<file path="src/design/jfss_pkg.sv">
// ----------------------------------------------------------------------------
// jfss_pkg
// Shared types and codes for the JPEG frame size scanner: result status codes
// and the result word that travels from the parser to the output register.
// ----------------------------------------------------------------------------
package jfss_pkg;

    localparam int unsigned STATUS_W = 3;
    localparam int unsigned DIM_W    = 16;
    localparam int unsigned SIZE_W   = 32;

    typedef enum logic [STATUS_W-1:0] {
        ST_OK       = 3'd0,
        ST_BADSTART = 3'd1,
        ST_TRUNC    = 3'd2,
        ST_ENDHIT   = 3'd3,
        ST_BADLEN   = 3'd4,
        ST_SHORTSOF = 3'd5,
        ST_ZEROSIZE = 3'd6
    } jfss_status_t;

    typedef struct packed {
        jfss_status_t     status;
        logic [DIM_W-1:0] width;
        logic [DIM_W-1:0] height;
    } jfss_result_t;

endpackage

</file>
<file path="src/design/jfss_parse.sv">
// ----------------------------------------------------------------------------
// jfss_parse
// Marker parser: holds the parse phase, byte position, segment length and
// dimension accumulators, and decides on each byte whether a result is due.
// ----------------------------------------------------------------------------
module jfss_parse (
    input  logic                               clk,
    input  logic                               rst_n,
    input  logic                               step,
    input  logic [7:0]                         data_byte,
    input  logic                               first_byte,
    input  logic [jfss_pkg::SIZE_W-1:0]        total_size,
    output logic                               emit,
    output jfss_pkg::jfss_result_t             result
);

    typedef enum logic [7:0] {
        PH_IDLE  = 8'b0000_0001,
        PH_SOI2  = 8'b0000_0010,
        PH_SEEK  = 8'b0000_0100,
        PH_FILL  = 8'b0000_1000,
        PH_LENHI = 8'b0001_0000,
        PH_LENLO = 8'b0010_0000,
        PH_SKIP  = 8'b0100_0000,
        PH_FRAME = 8'b1000_0000
    } jfss_phase_t;

    localparam logic [7:0] MK_FILL = 8'hFF;
    localparam logic [7:0] MK_SOI  = 8'hD8;
    localparam logic [7:0] MK_EOI  = 8'hD9;
    localparam logic [7:0] MK_SOS  = 8'hDA;
    localparam logic [7:0] MK_RST0 = 8'hD0;
    localparam logic [7:0] MK_RST7 = 8'hD7;
    localparam logic [7:0] MK_TEM  = 8'h01;
    localparam logic [7:0] MK_SOF0 = 8'hC0;

    function automatic logic is_standalone(input logic [7:0] m);
        return (m == MK_SOI) || (m == MK_TEM) || (m >= MK_RST0 && m <= MK_RST7);
    endfunction

    // SOF0..SOF15 except DHT (C4), JPG (C8) and DAC (CC)
    function automatic logic is_frame_marker(input logic [7:0] m);
        return (m[7:4] == MK_SOF0[7:4]) && (m[1:0] != 2'b00 || m[3:2] == 2'b00);
    endfunction

    jfss_phase_t                  phase_reg, phase_next;
    logic [jfss_pkg::SIZE_W-1:0]  pos_reg, pos_next;
    logic [7:0]                   len_hi_reg, len_hi_next;
    logic [15:0]                  skip_reg, skip_next;
    logic                         frame_reg, frame_next;
    logic [jfss_pkg::DIM_W-1:0]   width_reg, width_next;
    logic [jfss_pkg::DIM_W-1:0]   height_reg, height_next;
    logic                         decided_reg, decided_next;

    logic [32:0]                  pos_p1;
    logic [33:0]                  pos_p2;
    logic                         near_end1;
    logic                         near_end2;
    logic [15:0]                  len_val;
    logic                         len_past_end;
    jfss_pkg::jfss_status_t       emit_status;

    // Position checks in wider arithmetic so a wrap of the position is harmless
    assign pos_p1       = {1'b0, pos_reg} + 33'd1;
    assign pos_p2       = {2'b0, pos_reg} + 34'd2;
    assign near_end1    = pos_p1 >= {1'b0, total_size};
    assign near_end2    = pos_p2 >= {2'b0, total_size};
    assign len_val      = {len_hi_reg, data_byte};
    assign len_past_end = ({17'b0, len_val} + {1'b0, pos_reg}) > ({1'b0, total_size} + 33'd1);

    // Next state and result decision for the byte at the input
    always_comb
    begin
        phase_next   = phase_reg;
        pos_next     = pos_reg;
        len_hi_next  = len_hi_reg;
        skip_next    = skip_reg;
        frame_next   = frame_reg;
        width_next   = width_reg;
        height_next  = height_reg;
        decided_next = decided_reg;
        emit         = 1'b0;
        emit_status  = jfss_pkg::ST_OK;

        if (first_byte)
        begin
            decided_next = 1'b0;
            len_hi_next  = 8'd0;
            skip_next    = 16'd0;
            frame_next   = 1'b0;
            width_next   = '0;
            height_next  = '0;
            pos_next     = 32'd1;
            if (total_size < 32'd4 || data_byte != MK_FILL)
            begin
                emit        = 1'b1;
                emit_status = jfss_pkg::ST_BADSTART;
            end
            else
            begin
                phase_next = PH_SOI2;
            end
        end
        else if (!decided_reg)
        begin
            pos_next = pos_reg + 32'd1;
            unique case (phase_reg)
                PH_SOI2:
                begin
                    if (data_byte != MK_SOI)
                    begin
                        emit        = 1'b1;
                        emit_status = jfss_pkg::ST_BADSTART;
                    end
                    else if (near_end2)
                    begin
                        emit        = 1'b1;
                        emit_status = jfss_pkg::ST_TRUNC;
                    end
                    else
                    begin
                        phase_next = PH_SEEK;
                    end
                end
                PH_SEEK:
                begin
                    if (data_byte == MK_FILL)
                        phase_next = PH_FILL;
                    if (near_end1)
                    begin
                        emit        = 1'b1;
                        emit_status = jfss_pkg::ST_TRUNC;
                    end
                end
                PH_FILL:
                begin
                    if (data_byte == MK_FILL)
                    begin
                        if (near_end1)
                        begin
                            emit        = 1'b1;
                            emit_status = jfss_pkg::ST_TRUNC;
                        end
                    end
                    else
                    begin
                        frame_next = is_frame_marker(data_byte);
                        if (is_standalone(data_byte))
                        begin
                            if (near_end2)
                            begin
                                emit        = 1'b1;
                                emit_status = jfss_pkg::ST_TRUNC;
                            end
                            else
                            begin
                                phase_next = PH_SEEK;
                            end
                        end
                        else if (data_byte == MK_EOI || data_byte == MK_SOS)
                        begin
                            emit        = 1'b1;
                            emit_status = jfss_pkg::ST_ENDHIT;
                        end
                        else if (near_end2)
                        begin
                            emit        = 1'b1;
                            emit_status = jfss_pkg::ST_TRUNC;
                        end
                        else
                        begin
                            phase_next = PH_LENHI;
                        end
                    end
                end
                PH_LENHI:
                begin
                    len_hi_next = data_byte;
                    phase_next  = PH_LENLO;
                end
                PH_LENLO:
                begin
                    if (len_val < 16'd2 || len_past_end)
                    begin
                        emit        = 1'b1;
                        emit_status = jfss_pkg::ST_BADLEN;
                    end
                    else if (frame_reg)
                    begin
                        if (len_val < 16'd7)
                        begin
                            emit        = 1'b1;
                            emit_status = jfss_pkg::ST_SHORTSOF;
                        end
                        else
                        begin
                            skip_next  = 16'd5;
                            phase_next = PH_FRAME;
                        end
                    end
                    else
                    begin
                        skip_next = len_val - 16'd2;
                        if (len_val == 16'd2)
                        begin
                            if (near_end2)
                            begin
                                emit        = 1'b1;
                                emit_status = jfss_pkg::ST_TRUNC;
                            end
                            else
                            begin
                                phase_next = PH_SEEK;
                            end
                        end
                        else
                        begin
                            phase_next = PH_SKIP;
                        end
                    end
                end
                PH_SKIP:
                begin
                    if (skip_reg <= 16'd1)
                    begin
                        skip_next = 16'd0;
                        if (near_end2)
                        begin
                            emit        = 1'b1;
                            emit_status = jfss_pkg::ST_TRUNC;
                        end
                        else
                        begin
                            phase_next = PH_SEEK;
                        end
                    end
                    else
                    begin
                        skip_next = skip_reg - 16'd1;
                    end
                end
                PH_FRAME:
                begin
                    // precision, height hi/lo, width hi/lo
                    if (skip_reg == 16'd4 || skip_reg == 16'd3)
                        height_next = {height_reg[7:0], data_byte};
                    else if (skip_reg <= 16'd2)
                        width_next = {width_reg[7:0], data_byte};
                    if (skip_reg <= 16'd1)
                    begin
                        skip_next   = 16'd0;
                        emit        = 1'b1;
                        if (width_next == '0 || height_next == '0)
                            emit_status = jfss_pkg::ST_ZEROSIZE;
                        else
                            emit_status = jfss_pkg::ST_OK;
                    end
                    else
                    begin
                        skip_next = skip_reg - 16'd1;
                    end
                end
                default:
                begin
                    decided_next = 1'b1;
                    phase_next   = PH_IDLE;
                end
            endcase
        end

        // A result closes the scan
        if (emit)
        begin
            decided_next = 1'b1;
            phase_next   = PH_IDLE;
        end
    end

    // Drive the result word; dimensions only with an ok status
    always_comb
    begin
        result.status = emit_status;
        result.width  = (emit_status == jfss_pkg::ST_OK) ? width_next  : '0;
        result.height = (emit_status == jfss_pkg::ST_OK) ? height_next : '0;
    end

    // Advance the parse state on each consumed byte
    always_ff @(posedge clk or negedge rst_n)
    begin
        if (!rst_n)
        begin
            phase_reg   <= PH_IDLE;
            pos_reg     <= '0;
            len_hi_reg  <= '0;
            skip_reg    <= '0;
            frame_reg   <= 1'b0;
            width_reg   <= '0;
            height_reg  <= '0;
            decided_reg <= 1'b1;
        end
        else if (step)
        begin
            phase_reg   <= phase_next;
            pos_reg     <= pos_next;
            len_hi_reg  <= len_hi_next;
            skip_reg    <= skip_next;
            frame_reg   <= frame_next;
            width_reg   <= width_next;
            height_reg  <= height_next;
            decided_reg <= decided_next;
        end
    end

endmodule

</file>
<file path="src/design/jfss_out_stage.sv">
// ----------------------------------------------------------------------------
// jfss_out_stage
// Result register: holds one result word until the receiver takes it.
// ----------------------------------------------------------------------------
module jfss_out_stage (
    input  logic                   clk,
    input  logic                   rst_n,
    input  logic                   load,
    input  jfss_pkg::jfss_result_t result_in,
    input  logic                   out_ready,
    output logic                   out_valid,
    output jfss_pkg::jfss_result_t result_out
);

    logic                   valid_reg, valid_next;
    jfss_pkg::jfss_result_t data_reg;

    // Hold until taken, refill on load
    assign valid_next = load | (valid_reg & ~out_ready);

    always_ff @(posedge clk or negedge rst_n)
    begin
        if (!rst_n)
            valid_reg <= 1'b0;
        else
            valid_reg <= valid_next;
    end

    always_ff @(posedge clk)
    begin
        if (load)
            data_reg <= result_in;
    end

    assign out_valid  = valid_reg;
    assign result_out = data_reg;

endmodule

</file>
<file path="src/design/jpeg_frame_size_scanner_core.sv">
// ----------------------------------------------------------------------------
// jpeg_frame_size_scanner_core
// Byte-serial JPEG scanner reporting the frame width and height.
// ----------------------------------------------------------------------------
// Usage:
//   Feed the file one byte per word on the input channel (in_valid/in_ready),
//   with first_byte high on byte 0; that restarts the scan. Write the file
//   length to total_size through cfg_wr_en/cfg_wr_data while the block is idle.
//   At most one result word per file leaves on the output channel
//   (out_valid/out_ready): status plus image_width and image_height, the
//   dimensions being zero unless status is ok. Bytes after the result are
//   dropped until the next first_byte.
//   A taken byte sits in the input register, is parsed combinationally and
//   its result is loaded into the result register once that register can
//   take it.
//   Throughput: one byte per cycle unless a byte with a result waits on a
//   stalled receiver; the parse step between the input register and the result register is combinational.
//   Reset clears the scan state to "nothing to scan" and total_size to zero;
//   bytes without first_byte then give no result.
//   When the receiver stalls with a result pending, bytes that produce no
//   result still flow; a byte that produces one waits in the input register.
// ----------------------------------------------------------------------------
module jpeg_frame_size_scanner_core (
    input  logic                              clk,
    input  logic                              rst_n,
    input  logic                              cfg_wr_en,
    input  logic [jfss_pkg::SIZE_W-1:0]       cfg_wr_data,
    input  logic                              in_valid,
    output logic                              in_ready,
    input  logic [7:0]                        data_byte,
    input  logic                              first_byte,
    output logic                              out_valid,
    input  logic                              out_ready,
    output logic [jfss_pkg::STATUS_W-1:0]     status,
    output logic [jfss_pkg::DIM_W-1:0]        image_width,
    output logic [jfss_pkg::DIM_W-1:0]        image_height
);

    logic [jfss_pkg::SIZE_W-1:0] total_size_reg;
    logic                        in_valid_reg;
    logic [7:0]                  byte_reg;
    logic                        first_reg;
    logic                        advance;
    logic                        emit;
    jfss_pkg::jfss_result_t      result;
    jfss_pkg::jfss_result_t      result_q;

    // Hold the file size register
    always_ff @(posedge clk or negedge rst_n)
    begin
        if (!rst_n)
            total_size_reg <= '0;
        else if (cfg_wr_en)
            total_size_reg <= cfg_wr_data;
    end

    // Advance when the byte gives no result or the result register is free
    assign advance  = in_valid_reg & (~emit | ~out_valid | out_ready);
    assign in_ready = ~in_valid_reg | advance;

    // Input register
    always_ff @(posedge clk or negedge rst_n)
    begin
        if (!rst_n)
            in_valid_reg <= 1'b0;
        else if (in_ready)
            in_valid_reg <= in_valid;
    end

    always_ff @(posedge clk)
    begin
        if (in_ready && in_valid)
        begin
            byte_reg  <= data_byte;
            first_reg <= first_byte;
        end
    end

    jfss_parse u_parse (
        .clk        (clk),
        .rst_n      (rst_n),
        .step       (advance),
        .data_byte  (byte_reg),
        .first_byte (first_reg),
        .total_size (total_size_reg),
        .emit       (emit),
        .result     (result)
    );

    jfss_out_stage u_out (
        .clk        (clk),
        .rst_n      (rst_n),
        .load       (advance & emit),
        .result_in  (result),
        .out_ready  (out_ready),
        .out_valid  (out_valid),
        .result_out (result_q)
    );

    assign status       = result_q.status;
    assign image_width  = result_q.width;
    assign image_height = result_q.height;

    // A failed scan never reports dimensions
    assert property (@(posedge clk) disable iff (!rst_n)
        out_valid && status != jfss_pkg::ST_OK |-> image_width == '0 && image_height == '0)
        else $error("dimensions reported with an error status");

    // An ok result always carries nonzero dimensions
    assert property (@(posedge clk) disable iff (!rst_n)
        out_valid && status == jfss_pkg::ST_OK |-> image_width != '0 && image_height != '0)
        else $error("ok status with a zero dimension");

    // Input stalls only behind a pending result that is not being taken
    assert property (@(posedge clk) disable iff (!rst_n)
        !in_ready |-> in_valid_reg && emit && out_valid && !out_ready)
        else $error("input stalled without a blocked result");

endmodule
</file>
<file path="config.mk">
export PLATFORM = sky130hd
export DESIGN_NAME = jpeg_frame_size_scanner_core
export DESIGN_NICKNAME = d
export VERILOG_FILES = /design/src/design/jfss_pkg.sv /design/src/design/jfss_parse.sv /design/src/design/jfss_out_stage.sv /design/src/design/jpeg_frame_size_scanner_core.sv
export SDC_FILE = /design/constraint.sdc
export NUM_CORES = 1
export LEC_CHECK = 0
export BUFFER_PORTS_ARGS = -buffer_cell sky130_fd_sc_hd__clkbuf_2
export CAP_MARGIN = 15
export CORE_MARGIN = 2
export CORE_UTILIZATION = 54
export CTS_CLUSTER_DIAMETER = 40
export DETAILED_ROUTE_END_ITERATION = 7
export PLACE_DENSITY = 0.81
export SYNTH_ARGS = -nofsm -noshare
export SYNTH_HDL_FRONTEND = slang
export SYNTH_SLANG_ARGS = --single-unit
export TNS_END_PERCENT = 5
</file>
<file path="constraint.sdc">
create_clock -name clk -period 7.8 [get_ports clk]
set_input_delay 1.17 -clock clk [delete_from_list [all_inputs] [get_ports clk]]
set_output_delay 1.17 -clock clk [all_outputs]
set_load 0.02 [all_outputs]
</file>
# Word level (Yosys, flattened, before mapping)

Cells that the tools add are included.

Register bits after elaboration: 176
Latch bits: 0
Bits in writable memories: 0
Memory bits (read-only): 0
Input bits: 46
Output and inout bits: 37
Logic and storage cells: 188
Memories kept: 0

$add $sub $neg: 7
$mul: 0
Div/mod/pow operators: 0
Order comparisons: 10
Eq/ne operators: 33
Shift-type cells: 0
Muxes and demuxes: 85
Bitwise logic cells: 11
Reduce and logical (&&, ||, !) cells: 26

Operator list:

| operator                                                                       | number |
|---|---|
| 16-bit two-way mux                                                             | 21 |
| 8-bit two-way mux                                                              | 19 |
| 32-bit by 1-bit adder with 33-bit output (second input constant)               | 2 |
| 32-bit two-way mux                                                             | 2 |
| 8-bit one-hot mux with 7 select lines                                          | 1 |
| 8-bit == test (second input constant)                                          | 5 |
| 34-bit by 32-bit greater-or-equal comparator with 1-bit output                 | 1 |
| 16-bit by 32-bit adder with 33-bit output                                      | 1 |
| 32-bit by 2-bit adder with 33-bit output (second input constant)               | 1 |
| 33-bit by 32-bit greater-or-equal comparator with 1-bit output                 | 1 |
| 33-bit > comparator                                                            | 1 |
| 3-bit two-way mux                                                              | 11 |
| 32-bit by 1-bit adder with 32-bit output (second input constant)               | 1 |
| 16-bit by 2-bit == test with 1-bit output (second input constant)              | 2 |
| 16-bit zero test                                                               | 2 |
| 32-bit by 3-bit less-than comparator with 1-bit output (second input constant) | 1 |
| 16-bit one-hot mux with 2 select lines                                         | 1 |
| 1-bit two-way mux                                                              | 24 |
| 3-bit one-hot mux with 6 select lines                                          | 1 |
| 16-bit by 3-bit == test with 1-bit output (second input constant)              | 1 |
| 16-bit by 1-bit <= comparator with 1-bit output (second input constant)        | 1 |
| 16-bit by 2-bit <= comparator with 1-bit output (second input constant)        | 1 |
| 16-bit by 2-bit less-than comparator with 1-bit output (second input constant) | 1 |
| 16-bit by 3-bit less-than comparator with 1-bit output (second input constant) | 1 |
| other kinds (37)                                                               | 69 |

# Logic depth before layout (Yosys ltp)

Word-level depth: 15
Depth in mapped cells: 29
Mapped depth without buffers: 25

# By module

Synthesis repeated with hierarchy kept, for this count alone.

Cell total of the unflattened synthesis: 1508
Area total of the unflattened synthesis: 14207.4 um2

By module, submodules not included:

| module                       | times used | cells each | area each (um2) | sequential area each (um2) |
|---|---|---|---|---|
| jfss_parse                   | 1          | 1385       | 11437.2         | 2454.9 |
| jpeg_frame_size_scanner_core | 1          | 85         | 1682.9          | 1096.1 |
| jfss_out_stage               | 1          | 38         | 1087.3          | 1076.0 |

# Worst setup path after synthesis

Ideal clock, no wire load.

Kind: register -> register
From: register byte_reg[0]
To: register u_out.data_reg, in the netlist u_out.result_out[0], enable pin
Library setup time: 427 ps
Arrival time: 6626 ps
Required time: 7373 ps
Path slack: 747 ps
Cell stages (with the launch flop): 27
Buffers on the path: 1
Clock period less this slack: 7053 ps
Path through: edfxtp_1 > ha_1 > fa_1 > a21o_1 > a21oi_1 > o21bai_1 > a21oi_1 > o21bai_1 > a211oi_1 > o31ai_1 > a21oi_1 > or2_2 > clkbuf_1 > nor3_1 > xor2_1 > ha_1 > nand4_1 > nor4_1 > nand4_1 > a21o_1 > a31o_2 > a21oi_1 > nor4_1 > a21oi_1 > and2_1 > nand2_1 > nor2_1

Longest elaborated chain between the ends: 13
Elaborated cells between the ends (all ways): 37
Classes of those cells: add/sub: 1; order compare: 5; eq/ne: 8; mux: 12; bitwise: 5; reduce/logical: 6

RTL lines:

| item                                                                              | line                               | text |
|---|---|---|
| start, declared                                                                   | jpeg_frame_size_scanner_core.sv:41 | `logic [7:0] byte_reg;` |
| start signal, assigned                                                            | jpeg_frame_size_scanner_core.sv:74 | `byte_reg <= data_byte;` |
| branches (longest 7 deep; another with 16-bit by 32-bit adder with 33-bit output) | --                                 |  |
| 1-bit two-way mux *                                                               | jfss_parse.sv:85                   | `if (first_byte)` |
| 1-bit NOT                                                                         | jpeg_frame_size_scanner_core.sv:58 | `assign advance = in_valid_reg & (~emit \| ~out_valid \| out_ready);` |
| 1-bit bitwise OR (2 in series)                                                    | jpeg_frame_size_scanner_core.sv:58 |  |
| 1-bit AND                                                                         | jpeg_frame_size_scanner_core.sv:58 |  |
| 1-bit AND *                                                                       | jpeg_frame_size_scanner_core.sv:93 | `.load (advance & emit),` |
| via u_out.load                                                                    | jfss_out_stage.sv:8                | `input logic load,` |
| end signal, assigned                                                              | jfss_out_stage.sv:32               | `data_reg <= result_in;` |
| end, declared                                                                     | jfss_out_stage.sv:16               | `jfss_pkg::jfss_result_t data_reg;` |

Mark *: on every way through the listed nets, which the timed path passes.
A chain may end at the register's enable or synchronous reset.

# Final worst setup path

From: register byte_reg[1]
To: output port in_ready

Longest elaborated chain between the ends: 13
Elaborated cells between the ends (all ways): 37
Classes of those cells: add/sub: 1; order compare: 5; eq/ne: 8; mux: 12; bitwise: 5; reduce/logical: 6

RTL lines:

| item                                                                              | line                               | text |
|---|---|---|
| branches (longest 7 deep; another with 16-bit by 32-bit adder with 33-bit output) | --                                 |  |
| 1-bit two-way mux *                                                               | jfss_parse.sv:85                   |  |
| 1-bit NOT *                                                                       | jpeg_frame_size_scanner_core.sv:58 |  |
| 1-bit bitwise OR * (2 in series)                                                  | jpeg_frame_size_scanner_core.sv:58 |  |
| 1-bit AND *                                                                       | jpeg_frame_size_scanner_core.sv:58 |  |
| 1-bit bitwise OR *                                                                | jpeg_frame_size_scanner_core.sv:59 | `assign in_ready = ~in_valid_reg \| advance;` |
| end, declared                                                                     | jpeg_frame_size_scanner_core.sv:29 | `output logic in_ready,` |

Every way passes the cells marked *.

==> metrics <==
outcome=complete, no violations; via count=11980; worst flop-to-flop path startpoint=byte_reg[0]; mapped cell area=13170 µm²; cell taking the most area after synthesis=dfrtp_1; clock sink total=~180; Routed WL=~37 mm; sequential cell area fraction in the yosys report=between 30% and 40%; GPL Wtd Cong=0.9989; Critical Path Fanout Max=15; top cell type's share of synthesized area=24.70%; CTS tree=done; commonest cells in the netlist=nand2_1 (219), dfrtp_1 (130), ha_1 (123); DR pass1 iterations=6; Die Wd=approximately 160 µm; Critical Path End=in_ready; Post-synth EDFFs=44; Worst R2R Setup Slack=1110 ps; Crit. End Element=primary output; fin crit period=7408 ps; Synth Instances=between 1500 and 2000; CTS Buf Count=17; worst min path class=reg -> reg; global-route wire length before repair=59.81 mm; drt initial violations=between 1000 and 1500; most frequent CP cell=a21oi_1; layout cell share with drive strength beyond 1=between 10 and 15%; vias per std cell=6.222; cell at the slowest stage of the critical path=nor4_1; setup TNS=0 ps; Fin Clk Skew=16.35 ps; reg-to-reg endpoint=u_parse.pos_reg[27]; Post-Syn Nets=roughly 1700; initial antenna violation count=0; Final Total Pwr=roughly 0.0026 W; DIE HEIGHT=160.2 µm; pin count of the biggest net entering global routing=71; WL/cell=19.45 µm; Worst-path clk slew=80 ps; RSZ-0062 raised after global routing=false; Synth Flop Type=dfrtp_1; max frequency=135.0 MHz; static leakage=6.267 nW; Critical Path AT=6240 ps; critical path class=reg -> out; CP Launch Point=byte_reg[1]; die area=around 26000 µm²; Synth cell types=71; WP depth=24; CP cell instances=buf_4 -> ha_1 -> a21o_1 -> a21oi_1 -> o21bai_1 -> a21oi_1 -> o21ai_0 -> a31oi_1 -> o21bai_1 -> a21oi_1 -> xnor2_1 -> ha_1 -> nand2_1 -> nor4_1 -> o31ai_1 -> a21o_1 -> a31o_2 -> a21oi_1 -> nor4_2 -> a21oi_2 -> and2_1 -> and3_1 -> inv_1 -> clkbuf_2; H-tree depth=4; gr usage total=29.33%; diodes inserted=0; number of cells on the worst reg-to-reg path=25; Final Hold Fails=0; worst rel slew slack=about a third; Avg Inst Size Synth=8.508 µm²; Synth Warn #=0; top post-synthesis cells by area=dfrtp_1 (25%), ha_1 (12%), edfxtp_1 (10%); PD cells=181.7 nW/µm²; Root Driver=clkbuf_16; Final Max Tran Viols=0; final net count=1758; io pins=just over 80; Area Growth Syn to Fin=9.928%; Buf/Inv on CP=3; Final ANT Viol Nets=0; drt drc=0; Seq cells post-synth=176; Critical Path Source Type=flop; Worst Max-Slew Pin Slew=around 1000 ps; largest buffer count on any clock path=2; Critical Path RT=6630 ps; most common cell in the netlist=nand2_1; Core Footprint=24110 µm²; Initial Util=a little over half; asr flop ratio synth=75.00%; max reg flops=35; Cell Rows=between 50 and 60; Max-Cap Viols=0; Peak VDD IR=114.6 µV; Crit path max-delay family=compound AO/OA/AOI/OAI gates; I/O Buffers=82; vias in the first global route=about 11000; Worst path max stage delay=710 ps; final setup violation count=0; final worst path period share=94.98%; grt total ovfl=0; dpl hpwl=27.33 mm; worst skew pair latency=450 ps
-- report_power, final --
| group | total, W | switching [W] | internal, W | leakage (nW) |
|---|---|---|---|---|
| Clock | 0.000902 | 0.000460 | 0.000442 | 0.299 |
| Sequential | 0.00107 | 0.0000690 | 0.00100 | 2.17 |
| Combinational | 0.000655 | 0.000420 | 0.000235 | 3.79 |
| Total | 0.00263 | 0.000949 | 0.00168 | 6.27 |
-- final cells by class --
cell class | instances | area [µm²]
fillers | 2109 | 9628
clock inverters | 15 | 207.7
clock buffers | 17 | 425.4
well taps | 324 | 405.4
repair buffers | 106 | 596.8
flip-flops and latches | 176 | 4627
multi-input cells | 1216 | 7949
inverters | 71 | 266.5
-- how the worst min path moves through the flow --
stage / from / endpoint / slack [ps] / cells past startpoint
3_3_place_gp: u_parse.phase_reg[0] / u_parse.phase_reg[0] / 470 / 2
4_1_cts: u_parse.phase_reg[0] / u_parse.phase_reg[0] / 500 / 2
5_1_grt: u_parse.phase_reg[0] / u_parse.phase_reg[0] / 530 / 2
6_report: u_parse.phase_reg[0] / u_parse.phase_reg[0] / 500 / 2
3_5_place_dp: u_parse.phase_reg[0] / u_parse.phase_reg[0] / 480 / 2
2_1_floorplan: u_parse.phase_reg[0] / u_parse.phase_reg[0] / 460 / 2
-- logic make-up after synthesis --
logic type                 synth area share [%]
buffers and inverters                     4.931
AOI/OAI and AO/OA                         17.59
muxes                                    0.7506
xor gates and xnor gates                  8.845
and+or+nand+nor                           20.91
adders and majority gates                 11.84
DFF                                       35.13
-- metal layers --
layer  share of wire (%)  vias to the layer above  GRT usage, %
li1                    -                     5631             -
met1                  43                     5556         39.76
met2                  45                      642         47.36
met3                 7.2                      148         3.377
met4                 4.9                        0         13.51
met5                   0                        -             0
-- cell usage in the layout, fill, tap and decap left out, types with 7 or more instances in the layout --
| cell type | n |
|---|---|
| or3_1 | 14 |
| o21ai_0 | 116 |
| nand3_1 | 48 |
| nor2_1 | 109 |
| or4_1 | 7 |
| nand2_1 | 218 |
| dfrtp_1 | 130 |
| a21oi_1 | 104 |
| nand2b_1 | 9 |
| and2_1 | 8 |
| a21o_1 | 14 |
| edfxtp_1 | 44 |
| and3_1 | 20 |
| clkinv_8 | 8 |
| a22o_1 | 41 |
| o211ai_1 | 7 |
| ha_1 | 123 |
| xor2_1 | 32 |
| nor4_1 | 34 |
| inv_1 | 71 |
| clkbuf_16 | 17 |
| buf_4 | 24 |
| xnor2_1 | 101 |
| or2_2 | 7 |
| clkbuf_2 | 81 |
| nor3_1 | 39 |
| a211oi_1 | 7 |
| mux2_2 | 7 |
| nand4_1 | 29 |
| o31ai_1 | 18 |
-- worst reg2reg max path: cells and delay by family (launching register included) --
family                   cells  cell delay [ps]
flip-flops                   1              400
AO/OA/AOI/OAI               12             2470
adder cells (fa/ha/maj)      3              970
XOR/XNOR                     1              140
AND/OR/NAND/NOR              9             2570
-- repair_timing --
action	4_1_cts	5_1_grt
endpoints found under the setup margin	1	1
setup buffers	0	4
pin swaps	0	2
hold buffers	0	0
resized for setup	1	9
-- metrics by stage --
step	instances	utilization, %	setup slack (ps)	instance area, µm²	hold slack (ps)
3_3_place_gp	1889	57.10	753.8	13760	472.8
5_1_grt	1925	60.06	38.13	14480	532.3
3_5_place_dp	1889	57.10	537.2	13760	478.1
2_1_floorplan	1548	-	747.4	13170	457.1
4_1_cts	1921	59.75	53.23	14400	501.2
6_report	1925	60.06	391.8	14480	503.8
Power figures use the tool's default switching activity.
